===== src/rtl/hvcs_pkg.sv =====
// ----------------------------------------------------------------------------
// hvcs_pkg
// Types, constants and helper functions shared by the calibration step core.
// ----------------------------------------------------------------------------
`default_nettype none

package hvcs_pkg;

	localparam int STATIONS  = 32;
	localparam int DETECTORS = 20;
	localparam int ENTRIES   = STATIONS * DETECTORS;
	localparam int AW        = $clog2(ENTRIES);

	localparam int VW = 12;
	localparam int CW = 20;
	localparam int NW = 46;
	localparam int RW = 44;

	localparam logic [VW-1:0] VMAX     = 12'd3800;
	localparam logic [VW-1:0] VSTEP    = 12'd300;
	localparam logic [CW:0]   TOL_POS  = 21'sd50;
	localparam logic [CW:0]   TOL_NEG  = -21'sd50;
	localparam logic [CW-1:0] AMP_MIN  = 20'd20;

	localparam logic [1:0] CFG_TARGET  = 2'd0;
	localparam logic [1:0] CFG_NOMINAL = 2'd1;
	localparam logic [1:0] CFG_MAXATT  = 2'd2;
	localparam logic [1:0] CFG_SLOPE   = 2'd3;

	localparam logic REQ_PRESET = 1'b1;

	typedef struct packed {
		logic [VW-1:0] volt;
		logic [VW-1:0] saved;
		logic          active;
		logic [7:0]    att;
	} entry_t;

	typedef struct packed {
		logic       valid;
		logic [4:0] det;
	} succ_t;

	typedef enum logic [1:0] {
		P_WR,
		P_SUCC,
		P_LIN
	} path_t;

	typedef enum logic [3:0] {
		S_CLEAR,
		S_IDLE,
		S_RD,
		S_CAP,
		S_DEC,
		S_MUL,
		S_NUM,
		S_DCHK,
		S_DIV,
		S_SRD,
		S_SCAP,
		S_WR,
		S_WS,
		S_OUT
	} state_t;

	typedef struct packed {
		logic clr;
		logic latch_in;
		logic rd_idx;
		logic rd_succ;
		logic cap_ent;
		logic decide;
		logic mul;
		logic num;
		logic divchk;
		logic div;
		logic cap_succ;
		logic wr_idx;
		logic wr_succ;
		logic load_out;
	} cmd_t;

	typedef struct packed {
		logic  clr_last;
		logic  bad_addr;
		path_t path;
		logic  div_go;
		logic  div_last;
		logic  has_succ;
	} stat_t;

	function automatic logic [VW-1:0] sat_v(input logic [VW:0] v);
		logic [VW-1:0] r;
		begin
			r = (v > {1'b0, VMAX}) ? VMAX : v[VW-1:0];
			return r;
		end
	endfunction

	function automatic succ_t succ_of(input logic [4:0] d);
		succ_t s;
		begin
			s.valid = 1'b1;
			s.det   = 5'd0;
			if (d < 5'd5 || (d > 5'd5 && d < 5'd11)) begin
				s.det = d + 5'd1;
			end else if (d == 5'd5) begin
				s.det = 5'd12;
			end else if (d == 5'd11) begin
				s.det = 5'd13;
			end else if (d >= 5'd12 && d <= 5'd17) begin
				s.det = d + 5'd2;
			end else begin
				s.valid = 1'b0;
			end
			return s;
		end
	endfunction

endpackage

`default_nettype wire


===== src/rtl/hvcs_ctrl.sv =====
// ----------------------------------------------------------------------------
// hvcs_ctrl
// Sequencer for table clearing, item processing and the result handshake.
// ----------------------------------------------------------------------------
`default_nettype none

module hvcs_ctrl import hvcs_pkg::*; (
	input  wire logic  clk,
	input  wire logic  arst_n,
	input  wire logic  in_valid,
	output logic       in_stall,
	output logic       out_valid,
	input  wire logic  out_stall,
	input  wire stat_t stat,
	output cmd_t       cmd
);

	state_t state_q;
	state_t state_nx;
	logic   out_valid_q;

	assign out_valid = out_valid_q;
	assign in_stall  = state_q != S_IDLE;

	always_ff @(posedge clk or negedge arst_n) begin
		if (!arst_n) begin
			state_q     <= S_CLEAR;
			out_valid_q <= 1'b0;
		end else begin
			state_q <= state_nx;
			if (cmd.load_out) begin
				out_valid_q <= 1'b1;
			end else if (!out_stall) begin
				out_valid_q <= 1'b0;
			end
		end
	end

	always_comb begin
		cmd      = '0;
		state_nx = state_q;
		case (state_q)
			S_CLEAR: begin
				cmd.clr = 1'b1;
				if (stat.clr_last) begin
					state_nx = S_IDLE;
				end
			end
			S_IDLE: begin
				if (in_valid) begin
					cmd.latch_in = 1'b1;
					state_nx     = S_RD;
				end
			end
			S_RD: begin
				cmd.rd_idx = 1'b1;
				state_nx   = stat.bad_addr ? S_OUT : S_CAP;
			end
			S_CAP: begin
				cmd.cap_ent = 1'b1;
				state_nx    = S_DEC;
			end
			S_DEC: begin
				cmd.decide = 1'b1;
				case (stat.path)
					P_SUCC: begin
						state_nx = S_SRD;
					end
					P_LIN: begin
						state_nx = S_MUL;
					end
					default: begin
						state_nx = S_WR;
					end
				endcase
			end
			S_MUL: begin
				cmd.mul  = 1'b1;
				state_nx = S_NUM;
			end
			S_NUM: begin
				cmd.num  = 1'b1;
				state_nx = S_DCHK;
			end
			S_DCHK: begin
				cmd.divchk = 1'b1;
				state_nx   = stat.div_go ? S_DIV : S_WR;
			end
			S_DIV: begin
				cmd.div = 1'b1;
				if (stat.div_last) begin
					state_nx = S_WR;
				end
			end
			S_SRD: begin
				cmd.rd_succ = 1'b1;
				state_nx    = S_SCAP;
			end
			S_SCAP: begin
				cmd.cap_succ = 1'b1;
				state_nx     = S_WR;
			end
			S_WR: begin
				cmd.wr_idx = 1'b1;
				state_nx   = stat.has_succ ? S_WS : S_OUT;
			end
			S_WS: begin
				cmd.wr_succ = 1'b1;
				state_nx    = S_OUT;
			end
			S_OUT: begin
				if (!out_valid_q || !out_stall) begin
					cmd.load_out = 1'b1;
					state_nx     = S_IDLE;
				end
			end
			default: begin
				state_nx = S_IDLE;
			end
		endcase
	end

endmodule

`default_nettype wire


===== config.mk =====
export PLATFORM = sky130hd
export DESIGN_NAME = hvcs_ctrl
export DESIGN_NICKNAME = d
export VERILOG_FILES = /design/src/rtl/hvcs_pkg.sv /design/src/rtl/hvcs_ctrl.sv
export SDC_FILE = /design/constraint.sdc
export NUM_CORES = 1
export LEC_CHECK = 0
export BUFFER_PORTS_ARGS = -buffer_cell sky130_fd_sc_hd__buf_4
export CORE_MARGIN = 1
export CORE_UTILIZATION = 40
export CTS_BUF_LIST = sky130_fd_sc_hd__clkbuf_8
export CTS_CLUSTER_DIAMETER = 80
export DETAILED_ROUTE_END_ITERATION = 12
export PLACE_DENSITY = 0.72
export SYNTH_ARGS = -nofsm -noshare
export SYNTH_HDL_FRONTEND = slang
export SYNTH_SLANG_ARGS = --single-unit

===== constraint.sdc =====
create_clock -name clk -period 3.8 [get_ports clk]
set_input_delay 0.38 -clock clk [delete_from_list [all_inputs] [get_ports clk]]
set_output_delay 0.38 -clock clk [all_outputs]
set_load 0.02 [all_outputs]

==> metrics.md, run 1 <==
| Metric | Value |
|---|---|
| Result of the run | `finished clean` |
| Number of non-filler instances in the completed layout | `109` |
| Leakage component of the power | `about 0.38 nW` |
| Synthesis Warnings | `0` |
| Flip-flop and latch count after synthesis | `5` |
| Hold Vio Cnt, Final | `0` |
| Data arrival time of the critical path | `1.60 ns` |
| Syn-to-layout area delta | `46.3%` |
| Ratio of cells with drive above 1 in the final layout | `between 30% and 40%` |
| Diodes inserted | `0` |
| Capturing point of the worst reg2reg path | `state_q[1]$_DFFE_PN0P_` |
| Number of buffers on the longest clock path | `2` |
| Post-detailed-route count of antenna-violating nets | `0` |
| Cells after DPL | `104` |
| Count of pins over their slew limit | `0` |
| Area of the core | `between 0.001 and 0.0015 mm2` |
| Clock latency reported for the late side of the worst-skew pair | `0.23 ns` |
| Max Cap Viol | `0` |
| Initial DRT Pass Iterations | `4` |
| Die footprint | `0.00145 mm2` |
| Final worst path period need | `just under 2 ns` |
| Pwr Density | `about 810 mW/mm2` |
| Setup tns final | `0 ns` |
| Number of endpoints failing setup at the final stage | `0` |
| Type of element launching the critical path | `flip-flop` |
| Critical path fanouts, max | `20` |
| Port Buffers | `26` |
| Total global routing track utilization | `21.2%` |
| Kind of critical path | `reg2out` |
| Io pins | `27` |
| Hold crit path type | `in2reg` |
| Antenna violations before repair | `0` |
| Type of destination of the critical path | `primary output` |
| CTS Root Cell | `clkbuf_8` |
| Detailed-route wire length | `~1300 um` |
| Setup repair after global routing missed its margin | `false` |
| Iter 0 DRT Violations | `16` |
| Relative max-transition margin | `about 65%` |
| # H-tree levels | `1` |
| Vias per cell | `between 5 and 6` |
| Clock transition at the register clock pins on the worst setup and hold paths after CTS | `roughly 0.030 ns` |
| Transition at the pin with the smallest max-transition slack | `around 0.53 ns` |
| Routed vias | `580` |
| HPWL Detailed | `around 970 um` |
| Worst hold stages | `3` |
| Average size of a mapped cell | `approximately 7.4 um2` |
| Wire length of the first global-routing pass | `~2000 um` |
| Effective utilization at floorplan | `about 45%` |
| Startpoint of the tightest hold check path | `out_stall` |
| Vias in the first global route | `473` |
| Largest net degree at the start of global routing | `21` |
| Reg-to-reg startpoint | `state_q[2]$_DFFE_PN0P_` |
| Worst reg-to-reg path cell count | `3` |
| Post-CTS setup-driven buffer insertion count | `0` |
| Total CTS buffers | `3` |
| Slack of the worst reg-to-reg path | `about 2.1 ns` |
| Horizontal die dimension | `~38 um` |
| DRC | `0` |
| Post-layout total power | `0.000612 W` |
| Clock net sink count | `5` |
| Mean routed wirelength per cell | `between 10 and 15 um` |
| Total overflow reported by the global router | `0` |
| Share of synthesized area occupied by flip-flops and latches | `between 20% and 30%` |
| Row cnt | `12` |
| FMAX | `between 500 and 600 MHz` |
| Maximum VDD drop | `around 0.42 mV` |
| Number of fillers in the final layout | `97` |
| Max Clock Skew | `~0.0036 ns` |
| CTS tree | `built` |
| Summed instance area of the synthesized netlist | `between 500 and 600 um2` |
| Overall die height | `38.0 um` |
| Gpl congestion | `roughly 0.74` |
| Data required time of the worst path | `approximately 3.4 ns` |
| Number of distinct library cells after synthesis | `33` |
| Post-synth net total | `82` |
| Final cycle utilization of the critical path | `52.2%` |
| Number of instances in the synthesized netlist | `70` |
| Net count reported at finish | `around 110` |
| Capture endpoint of the worst hold path | `out_valid$_DFFE_PN0P_` |
==> final cells by class <==
| type | instances | area (um2) | area share, % |
|---|---|---|---|
| clock buffers | 3 | 41.3 | 5.44 |
| clock inverters | 1 | 3.75 | 0.494 |
| inverters | 5 | 18.8 | 2.47 |
| multi-input cells | 54 | 348 | 45.8 |
| flip-flops and latches | 5 | 125 | 16.5 |
| well taps | 14 | 17.5 | 2.31 |
| repair buffers | 27 | 205 | 27.0 |
==> worst max-delay path: stages (launching register included) <==
cell	delay, ns
dfrtp_1	0.56
or4b_4	0.63
inv_1	0.07
buf_4	0.13
==> registers in the layout, indices dropped and copies added (netlist names) <==
name and count:
out_valid 1, state_q 4
==> worst max-delay path by stage <==
stage                           start     end  cells past startpoint
2_1_floorplan  state_q[2]$_DFFE_PN0P_  cmd[5]                      4
4_1_cts        state_q[2]$_DFFE_PN0P_  cmd[4]                      3
6_report       state_q[2]$_DFFE_PN0P_  cmd[4]                      3
3_5_place_dp   state_q[2]$_DFFE_PN0P_  cmd[4]                      3
3_3_place_gp   state_q[2]$_DFFE_PN0P_  cmd[4]                      3
5_1_grt        state_q[2]$_DFFE_PN0P_  cmd[0]                      3
==> synthesized netlist by cell type (all sizes together) <==
| cell | n | share of area (%) |
|---|---|---|
| a2111o | 1 | 2.2 |
| a211oi | 1 | 1.4 |
| a21boi | 1 | 1.4 |
| a21oi | 2 | 1.9 |
| a22oi | 1 | 1.4 |
| a31oi | 1 | 1.2 |
| a32oi | 1 | 3.1 |
| and2b | 1 | 1.4 |
| and3 | 2 | 2.4 |
| buf | 2 | 2.4 |
| clkbuf | 4 | 2.9 |
| dfrtp | 5 | 24 |
| ha | 1 | 2.4 |
| inv | 5 | 3.6 |
| nand2 | 6 | 4.3 |
| nand2b | 2 | 2.4 |
| nand3 | 1 | 0.96 |
| nand4b | 1 | 1.7 |
| nor2 | 9 | 6.5 |
| nor2b | 4 | 4.8 |
| nor3 | 3 | 2.9 |
| o2111ai | 2 | 3.4 |
| o211ai | 1 | 1.4 |
| o21ai | 3 | 2.9 |
| o221a | 2 | 4.3 |
| o221ai | 1 | 1.7 |
| or2 | 3 | 3.6 |
| or3 | 1 | 1.2 |
| or4 | 1 | 1.4 |
| or4b | 1 | 2.6 |
| xor2 | 1 | 1.7 |
==> cell families (layout without fill, tap and decap cells) <==
group | Yosys count | count (layout) | share of synthesized area (%)
adder cells (fa/ha/maj) | 1 | 1 | 2.41
flip-flops | 5 | 5 | 24.1
buffers and inverters | 11 | 36 | 8.91
AND/OR/NAND/NOR | 35 | 35 | 36.4
AO/OA/AOI/OAI | 17 | 17 | 26.5
XOR/XNOR | 1 | 1 | 1.69
==> routing by layer <==
metal  share of wire (%)  up-vias  GRT usage, %
met2                  45       14          28.0
met4                 2.9        0          16.1
met5                   0        -             0
met3                 4.4        5          6.98
met1                  48      261          27.9
li1                    -      300             -
==> metrics by stage <==
| stage | util [%] | setup WS (ns) | hold slack, ns | instance area (um2) |
|---|---|---|---|---|
| after CTS | 65.7 | 1.82 | 0.442 | 759 |
| final | 65.7 | 1.82 | 0.455 | 759 |
| after global routing | 65.7 | 1.72 | 0.493 | 759 |
| after detailed placement | 60.9 | 2.05 | 0.185 | 704 |
| after global placement | 60.9 | 2.08 | 0.185 | 704 |
| after floorplan | - | 2.12 | 0.0844 | 519 |
==> power breakdown <==
group / switching (W) / internal, W
logic: 0.000178 / 0.000169
registers: 0.0000879 / 0.0000794
clock network: 0.0000280 / 0.0000694
==> placed cells by master, fill, tap and decap left out, types with 2 or more instances in the layout <==
master / n
inv_1: 6
o2111ai_1: 2
nand2_1: 6
nor3_1: 3
or2_2: 3
a21oi_1: 2
nor2b_1: 4
buf_4: 26
clkbuf_8: 3
and3_1: 2
dfrtp_1: 5
nand2b_1: 2
o21ai_0: 3
nor2_1: 9
==> timing repair <==
action | in CTS | in global routing
hold endpoints to repair | 5 | 0
resized for setup | 0 | 0
hold buffers | 1 | 0
endpoints found under the setup margin | 0 | 0
(Power assumes the default switching activity.)
==> run 2: changes to the inputs <==
==> constraint.sdc (replaced) <==
create_clock -name clk -period 1.91 [get_ports clk]
set_input_delay 0.191 -clock clk [delete_from_list [all_inputs] [get_ports clk]]
set_output_delay 0.191 -clock clk [all_outputs]
set_load 0.02 [all_outputs]
==> run 2 against run 1 <==
Against the previous run:
- utilization rose by 2.6 points
- count of clock-buffer cells in the layout did not move
- sequential power rose by 32%
- first-iteration DRC count fell by 44%
- largest cell class unchanged
- highest routed layer unchanged
==> metrics.md, run 2 (same netlist as run 1, synthesis figures left out) <==
| Metric | Value |
|---|---|
| Effective utilization at floorplan | `~45%` |
| Clock net sink count | `5` |
| Slack of the worst reg-to-reg path | `approximately 0.4 ns` |
| Final cycle utilization of the critical path | `slightly below 90%` |
| FMAX | `about 600 MHz` |
| Number of cells upsized or downsized after cts | `0` |
| Row cnt | `12` |
| Maximum VDD drop | `approximately 0.79 mV` |
| Vias per cell | `5.39` |
| Data arrival time of the critical path | `~1.5 ns` |
| Final worst path period need | `approximately 1.7 ns` |
| Number of endpoints failing setup at the final stage | `0` |
| Syn-to-layout area delta | `52.0%` |
| Startpoint of the tightest hold check path | `out_stall` |
| Number of buffers on the longest clock path | `2` |
| Smallest setup slack after layout | `0.246 ns` |
| Worst hold stages | `3` |
| CTS tree | `built` |
| Kind of critical path | `reg2out` |
| # H-tree levels | `1` |
| Total global routing track utilization | `23.1%` |
| Clock transition at the register clock pins on the worst setup and hold paths after CTS | `~0.04 ns` |
| Type of destination of the critical path | `primary output` |
| Leading cell type in the layout, fill and taps excluded | `buf_4` |
| Max Cap Viol | `0` |
| Setup tns final | `0 ns` |
| Capture endpoint of the worst hold path | `out_valid$_DFFE_PN0P_` |
| Register with the highest flop count | `state_q` |
| Antenna violations before repair | `0` |
| Worst reg-to-reg path cell count | `3` |
| Initial DRT Pass Iterations | `3` |
| Detailed-route wire length | `roughly 1300 um` |
| Die footprint | `0.00145 mm2` |
| Port Buffers | `26` |
| Minimum setup slack after placement | `~0.42 ns` |
| Number of fillers in the final layout | `between 100 and 150` |
| Largest net degree at the start of global routing | `20` |
| Type of element launching the critical path | `flip-flop` |
| Kind of cell adding the most delay to the critical path | `flip-flops` |
| Wire length of the first global-routing pass | `about 2300 um` |
| Critical path fanouts, max | `11` |
| Net count reported at finish | `approximately 110` |
| DRC | `0` |
| Ratio of cells with drive above 1 in the final layout | `about 39%` |
| Io pins | `27` |
| Data required time of the worst path | `around 1.7 ns` |
| Transition at the pin with the smallest max-transition slack | `about 0.24 ns` |
| Count of pins over their slew limit | `0` |
| Most used cells in the layout excluding fill and tap cells | `buf_4, nor2_1, inv_1, nand2_1, dfrtp_1` |
| Max Clock Skew | `between 0.003 and 0.004 ns` |
| Iter 0 DRT Violations | `9` |
| Ordered cell list for the critical path | `buf_4 > or2_2 > nor3_1 > buf_4` |
| Setup repair after global routing missed its margin | `false` |
| Total overflow reported by the global router | `0` |
| Pwr Density | `1630 mW/mm2` |
| Hold crit path type | `in2reg` |
| Number of flip-flops in the largest register | `4` |
| Hold Vio Cnt, Final | `0` |
| Gpl congestion | `between 0.7 and 0.8` |
| Total CTS buffers | `3` |
| HPWL Detailed | `1000 um` |
| Leakage component of the power | `0.398 nW` |
| CTS Root Cell | `clkbuf_8` |
| Area of the core | `about 0.0012 mm2` |
| Vias in the first global route | `between 500 and 600` |
| Sequential cell area in the final layout | `125 um2` |
| Overall die height | `around 38 um` |
| Routed vias | `~600` |
| Relative max-transition margin | `84.1%` |
| Result of the run | `finished clean` |
| Slowest cell delay on critical path | `0.45 ns` |
| Mean routed wirelength per cell | `11.9 um` |
| Horizontal die dimension | `between 30 and 40 um` |
| Slowest CP cell | `dfrtp_1` |
| Most Frequent Cell on Critical Path | `buf_4` |
| Clock latency reported for the late side of the worst-skew pair | `between 0.2 and 0.25 ns` |
| Reg-to-reg startpoint | `state_q[1]$_DFFE_PN0P_` |
| Capturing point of the worst reg2reg path | `state_q[1]$_DFFE_PN0P_` |
| Post-detailed-route count of antenna-violating nets | `0` |
| Multi-input gate area | `between 300 and 400 um2` |
| Diodes inserted | `0` |
| Crit path buffers/inverters | `2` |
-- run 2: cell types whose count changed in the layout (fill, tap and decap cells not counted), sizes merged --
cell  delta
buf      +4
-- run 2: how the worst max path moves through the flow --
stage / start / endpoint / slack [ns] / cells after the start
6_report: state_q[1]$_DFFE_PN0P_ / cmd[13] / 0.25 / 4
5_1_grt: state_q[1]$_DFFE_PN0P_ / cmd[13] / 0.15 / 4
4_1_cts: state_q[1]$_DFFE_PN0P_ / cmd[13] / 0.24 / 4
3_5_place_dp: state_q[1]$_DFFE_PN0P_ / state_q[1]$_DFFE_PN0P_ / 0.42 / 3
3_3_place_gp: state_q[1]$_DFFE_PN0P_ / state_q[1]$_DFFE_PN0P_ / 0.44 / 3
2_1_floorplan: state_q[2]$_DFFE_PN0P_ / cmd[5] / 0.42 / 4
-- run 2: area by class of cell --
type	count	area share, %
clock buffer	3	5.23
clock inverter	1	0.475
inverter	5	2.38
multi-input combinational	54	44.1
sequential	5	15.8
tap	14	2.22
timing repair buffer	31	29.8
-- run 2: layer usage --
layer | GRT usage, % | vias up | part of all wire [%]
li1 | - | 312 | -
met1 | 29.0 | 278 | 43
met2 | 34.3 | 14 | 50
met3 | 8.72 | 5 | 4.4
met4 | 10.7 | 0 | 2.2
met5 | 0 | - | 0
-- run 2: timing repair --
action	4_1_cts	5_1_grt
endpoints found under the setup margin	0	0
hold buffers	1	0
endpoints found under the hold margin	5	0
setup buffers	0	0
-- run 2: tightest hold or removal path: stages --
cell     delay (ns)
buf_4          0.09
nand2_1        0.09
nand2_1        0.07
-- run 2: where the power goes --
group / switching [W] / leakage (nW) / internal [W]
Combinational: 0.000484 / 0.310 / 0.000387
Clock: 0.0000581 / 0.0269 / 0.000138
Sequential: 0.0000607 / 0.0607 / 0.000160
Total: 0.000603 / 0.398 / 0.000685
-- run 2: stage by stage --
step	power [W]	instances	util (%)	hold slack [ns]	area, um2
after floorplan	0.000819	70	-	-0.105	519
after global placement	0.00108	108	63.5	-0.00411	734
after detailed placement	0.00109	108	63.5	-0.00375	734
after CTS	0.00130	113	68.3	0.249	790
after global routing	0.00141	113	68.3	0.282	790
final	0.00129	113	68.3	0.251	790
==> run 3: changes to the inputs <==
--- a/config.mk
+++ b/config.mk
@@ -6,12 +6,13 @@
 export NUM_CORES = 1
 export LEC_CHECK = 0
 export BUFFER_PORTS_ARGS = -buffer_cell sky130_fd_sc_hd__buf_4
-export CORE_MARGIN = 1
+export CORE_MARGIN = 3
 export CORE_UTILIZATION = 40
 export CTS_BUF_LIST = sky130_fd_sc_hd__clkbuf_8
 export CTS_CLUSTER_DIAMETER = 80
 export DETAILED_ROUTE_END_ITERATION = 12
 export PLACE_DENSITY = 0.72
+export REMOVE_ABC_BUFFERS = 1
 export SYNTH_ARGS = -nofsm -noshare
 export SYNTH_HDL_FRONTEND = slang
 export SYNTH_SLANG_ARGS = --single-unit
==> run 3 against run 2 <==
Against the previous run:
- worst setup slack better by 0.044 ns
- sequential share of layout area did not move
- worst hold slack improved by 0.0014 ns
- clock power about the same
- clock skew is 0.0027 ns lower
- maximum frequency grew 2.7%
- count of clock-buffer cells in the layout unchanged
- combinational power is 2% higher
- final area is the same
- critical endpoint is now cmd[0]
==> metrics.md, run 3 (same netlist as run 1, synthesis figures left out) <==
| Metric | Value |
|---|---|
| Worst hold stages | `3` |
| Capture endpoint of the worst hold path | `out_valid$_DFFE_PN0P_` |
| Vias in the first global route | `between 500 and 600` |
| Type of destination of the critical path | `primary output` |
| Net count reported at finish | `112` |
| FMAX | `roughly 620 MHz` |
| Syn-to-layout area delta | `52.0%` |
| Setup repair after global routing missed its margin | `false` |
| Worst setup startpoint | `state_q[3]$_DFFE_PN0P_` |
| Capturing point of the worst reg2reg path | `state_q[1]$_DFFE_PN0P_` |
| Post-detailed-route count of antenna-violating nets | `0` |
| Reg-to-reg startpoint | `state_q[3]$_DFFE_PN0P_` |
| Overall die height | `roughly 42 um` |
| Final cycle utilization of the critical path | `84.8%` |
| Clock net sink count | `5` |
| Area of the core | `0.00116 mm2` |
| Pwr Density | `roughly 1600 mW/mm2` |
| Kind of cell adding the most delay to the critical path | `flip-flops` |
| Number of fillers in the final layout | `~100` |
| Max Cap Viol | `0` |
| Gpl congestion | `between 0.7 and 0.8` |
| CTS Root Cell | `clkbuf_8` |
| Ordered cell list for the critical path | `buf_4 > nand4b_1 > a21oi_1 > buf_4` |
| Count of pins over their slew limit | `0` |
| Effective utilization at floorplan | `around 45%` |
| Vias per cell | `5.57` |
| Initial DRT Pass Iterations | `4` |
| Wire length of the first global-routing pass | `around 2400 um` |
| Antenna violations before repair | `0` |
| Horizontal die dimension | `~42 um` |
| Max Clock Skew | `between 0.0003 and 0.0004 ns` |
| Number of flip-flops in the largest register | `4` |
| Total global routing track utilization | `around 17%` |
| Number of endpoints failing setup at the final stage | `0` |
| Relative max-transition margin | `a little over four fifths` |
| Data arrival time of the critical path | `between 1 and 1.5 ns` |
| Total CTS buffers | `3` |
| # H-tree levels | `1` |
| Result of the run | `finished clean` |
| Iter 0 DRT Violations | `18` |
| Hold Vio Cnt, Final | `0` |
| Post-layout total power | `approximately 0.0013 W` |
| Final worst path period need | `between 1.5 and 2 ns` |
| Detailed-route wire length | `approximately 1400 um` |
| Final Cell Area | `slightly below 800 um2` |
| Row cnt | `12` |
| Maximum VDD drop | `between 0.7 and 0.8 mV` |
| Slowest cell delay on critical path | `0.44 ns` |
| Io pins | `27` |
| Mean routed wirelength per cell | `about 13 um` |
| Critical path fanouts, max | `11` |
| Transition at the pin with the smallest max-transition slack | `0.234 ns` |
| Total overflow reported by the global router | `0` |
| Number of buffers on the longest clock path | `2` |
| Register with the highest flop count | `state_q` |
| Slack of the worst reg-to-reg path | `about 0.43 ns` |
| Leakage component of the power | `~0.4 nW` |
| Worst reg-to-reg path cell count | `3` |
| Type of element launching the critical path | `flip-flop` |
| HPWL Detailed | `about 1100 um` |
| Clock latency reported for the late side of the worst-skew pair | `~0.22 ns` |
| Hold crit path type | `in2reg` |
| Most Frequent Cell on Critical Path | `buf_4` |
| CTS tree | `built` |
| Area of placed instances | `roughly 730 um2` |
| Die footprint | `roughly 0.0018 mm2` |
| Diodes inserted | `0` |
| Clock transition at the register clock pins on the worst setup and hold paths after CTS | `0.04 ns` |
| Largest net degree at the start of global routing | `20` |
| Crit path buffers/inverters | `2` |
| Kind of critical path | `reg2out` |
| Slowest CP cell | `dfrtp_1` |
| Leading cell type in the layout, fill and taps excluded | `buf_4` |
| Most used cells in the layout excluding fill and tap cells | `buf_4, nor2_1, inv_1, nand2_1, dfrtp_1` |
| Ratio of cells with drive above 1 in the final layout | `roughly two fifths` |
| Data required time of the worst path | `1.72 ns` |
| Routed vias | `629` |
| Startpoint of the tightest hold check path | `out_stall` |
| Setup tns final | `0 ns` |
| Port Buffers | `26` |
| DRC | `0` |
run 3: cell counts in the layout (fill, tap and decap cells not counted):
No cell type changed its count.
run 3: what timing repair did:
action                                  in CTS  in global routing
hold endpoints to repair                     5                  0
endpoints found under the setup margin       0                  0
gates resized for setup                      0                  0
setup buffers                                0                  0
hold buffers                                 1                  0
run 3: layout make-up:
type	count	area, um2	share of cell area [%]
Clock buffer	3	41.3	5.23
Clock inverter	1	3.75	0.475
Inverter	5	18.8	2.38
Multi-Input combinational cell	54	348	44.1
Sequential cell	5	125	15.8
Tap cell	14	17.5	2.22
Timing Repair Buffer	31	235	29.8
run 3: per-stage QoR:
step | hold WS [ns] | instances | utilization, % | setup slack, ns
6_report | 0.252 | 113 | 68.3 | 0.290
2_1_floorplan | -0.105 | 64 | - | 0.305
3_5_place_dp | -0.00448 | 108 | 63.5 | 0.428
5_1_grt | 0.265 | 113 | 68.3 | 0.204
3_3_place_gp | -0.00330 | 108 | 63.5 | 0.474
4_1_cts | 0.251 | 113 | 68.3 | 0.294
run 3: routing by layer:
| layer | vias up | global-route usage (%) | wire length (um) |
|---|---|---|---|
| li1 | 309 | - | - |
| met1 | 290 | 20.7 | 606 |
| met2 | 28 | 28.1 | 696 |
| met3 | 2 | 6.44 | 124 |
| met4 | 0 | 3.73 | 10 |
| met5 | - | 0 | 0 |
run 3: where the power goes:
part	switching, W	leakage [nW]	internal (W)
Combinational	0.000501	0.310	0.000388
Clock	0.0000562	0.0269	0.000138
Sequential	0.0000437	0.0607	0.000160
run 3: worst max-delay path by stage:
stage / end / slack, ns / cells after the start
6_report: cmd[0] / 0.29 / 4
5_1_grt: cmd[13] / 0.20 / 4
4_1_cts: cmd[0] / 0.29 / 4
3_5_place_dp: state_q[1]$_DFFE_PN0P_ / 0.43 / 3
3_3_place_gp: state_q[1]$_DFFE_PN0P_ / 0.47 / 3
2_1_floorplan: state_q[1]$_DFFE_PN0P_ / 0.30 / 3
run 3: tightest hold or removal path, stage by stage:
cell and delay [ns]:
buf_4 0.09, nand2_1 0.09, nand2_1 0.07
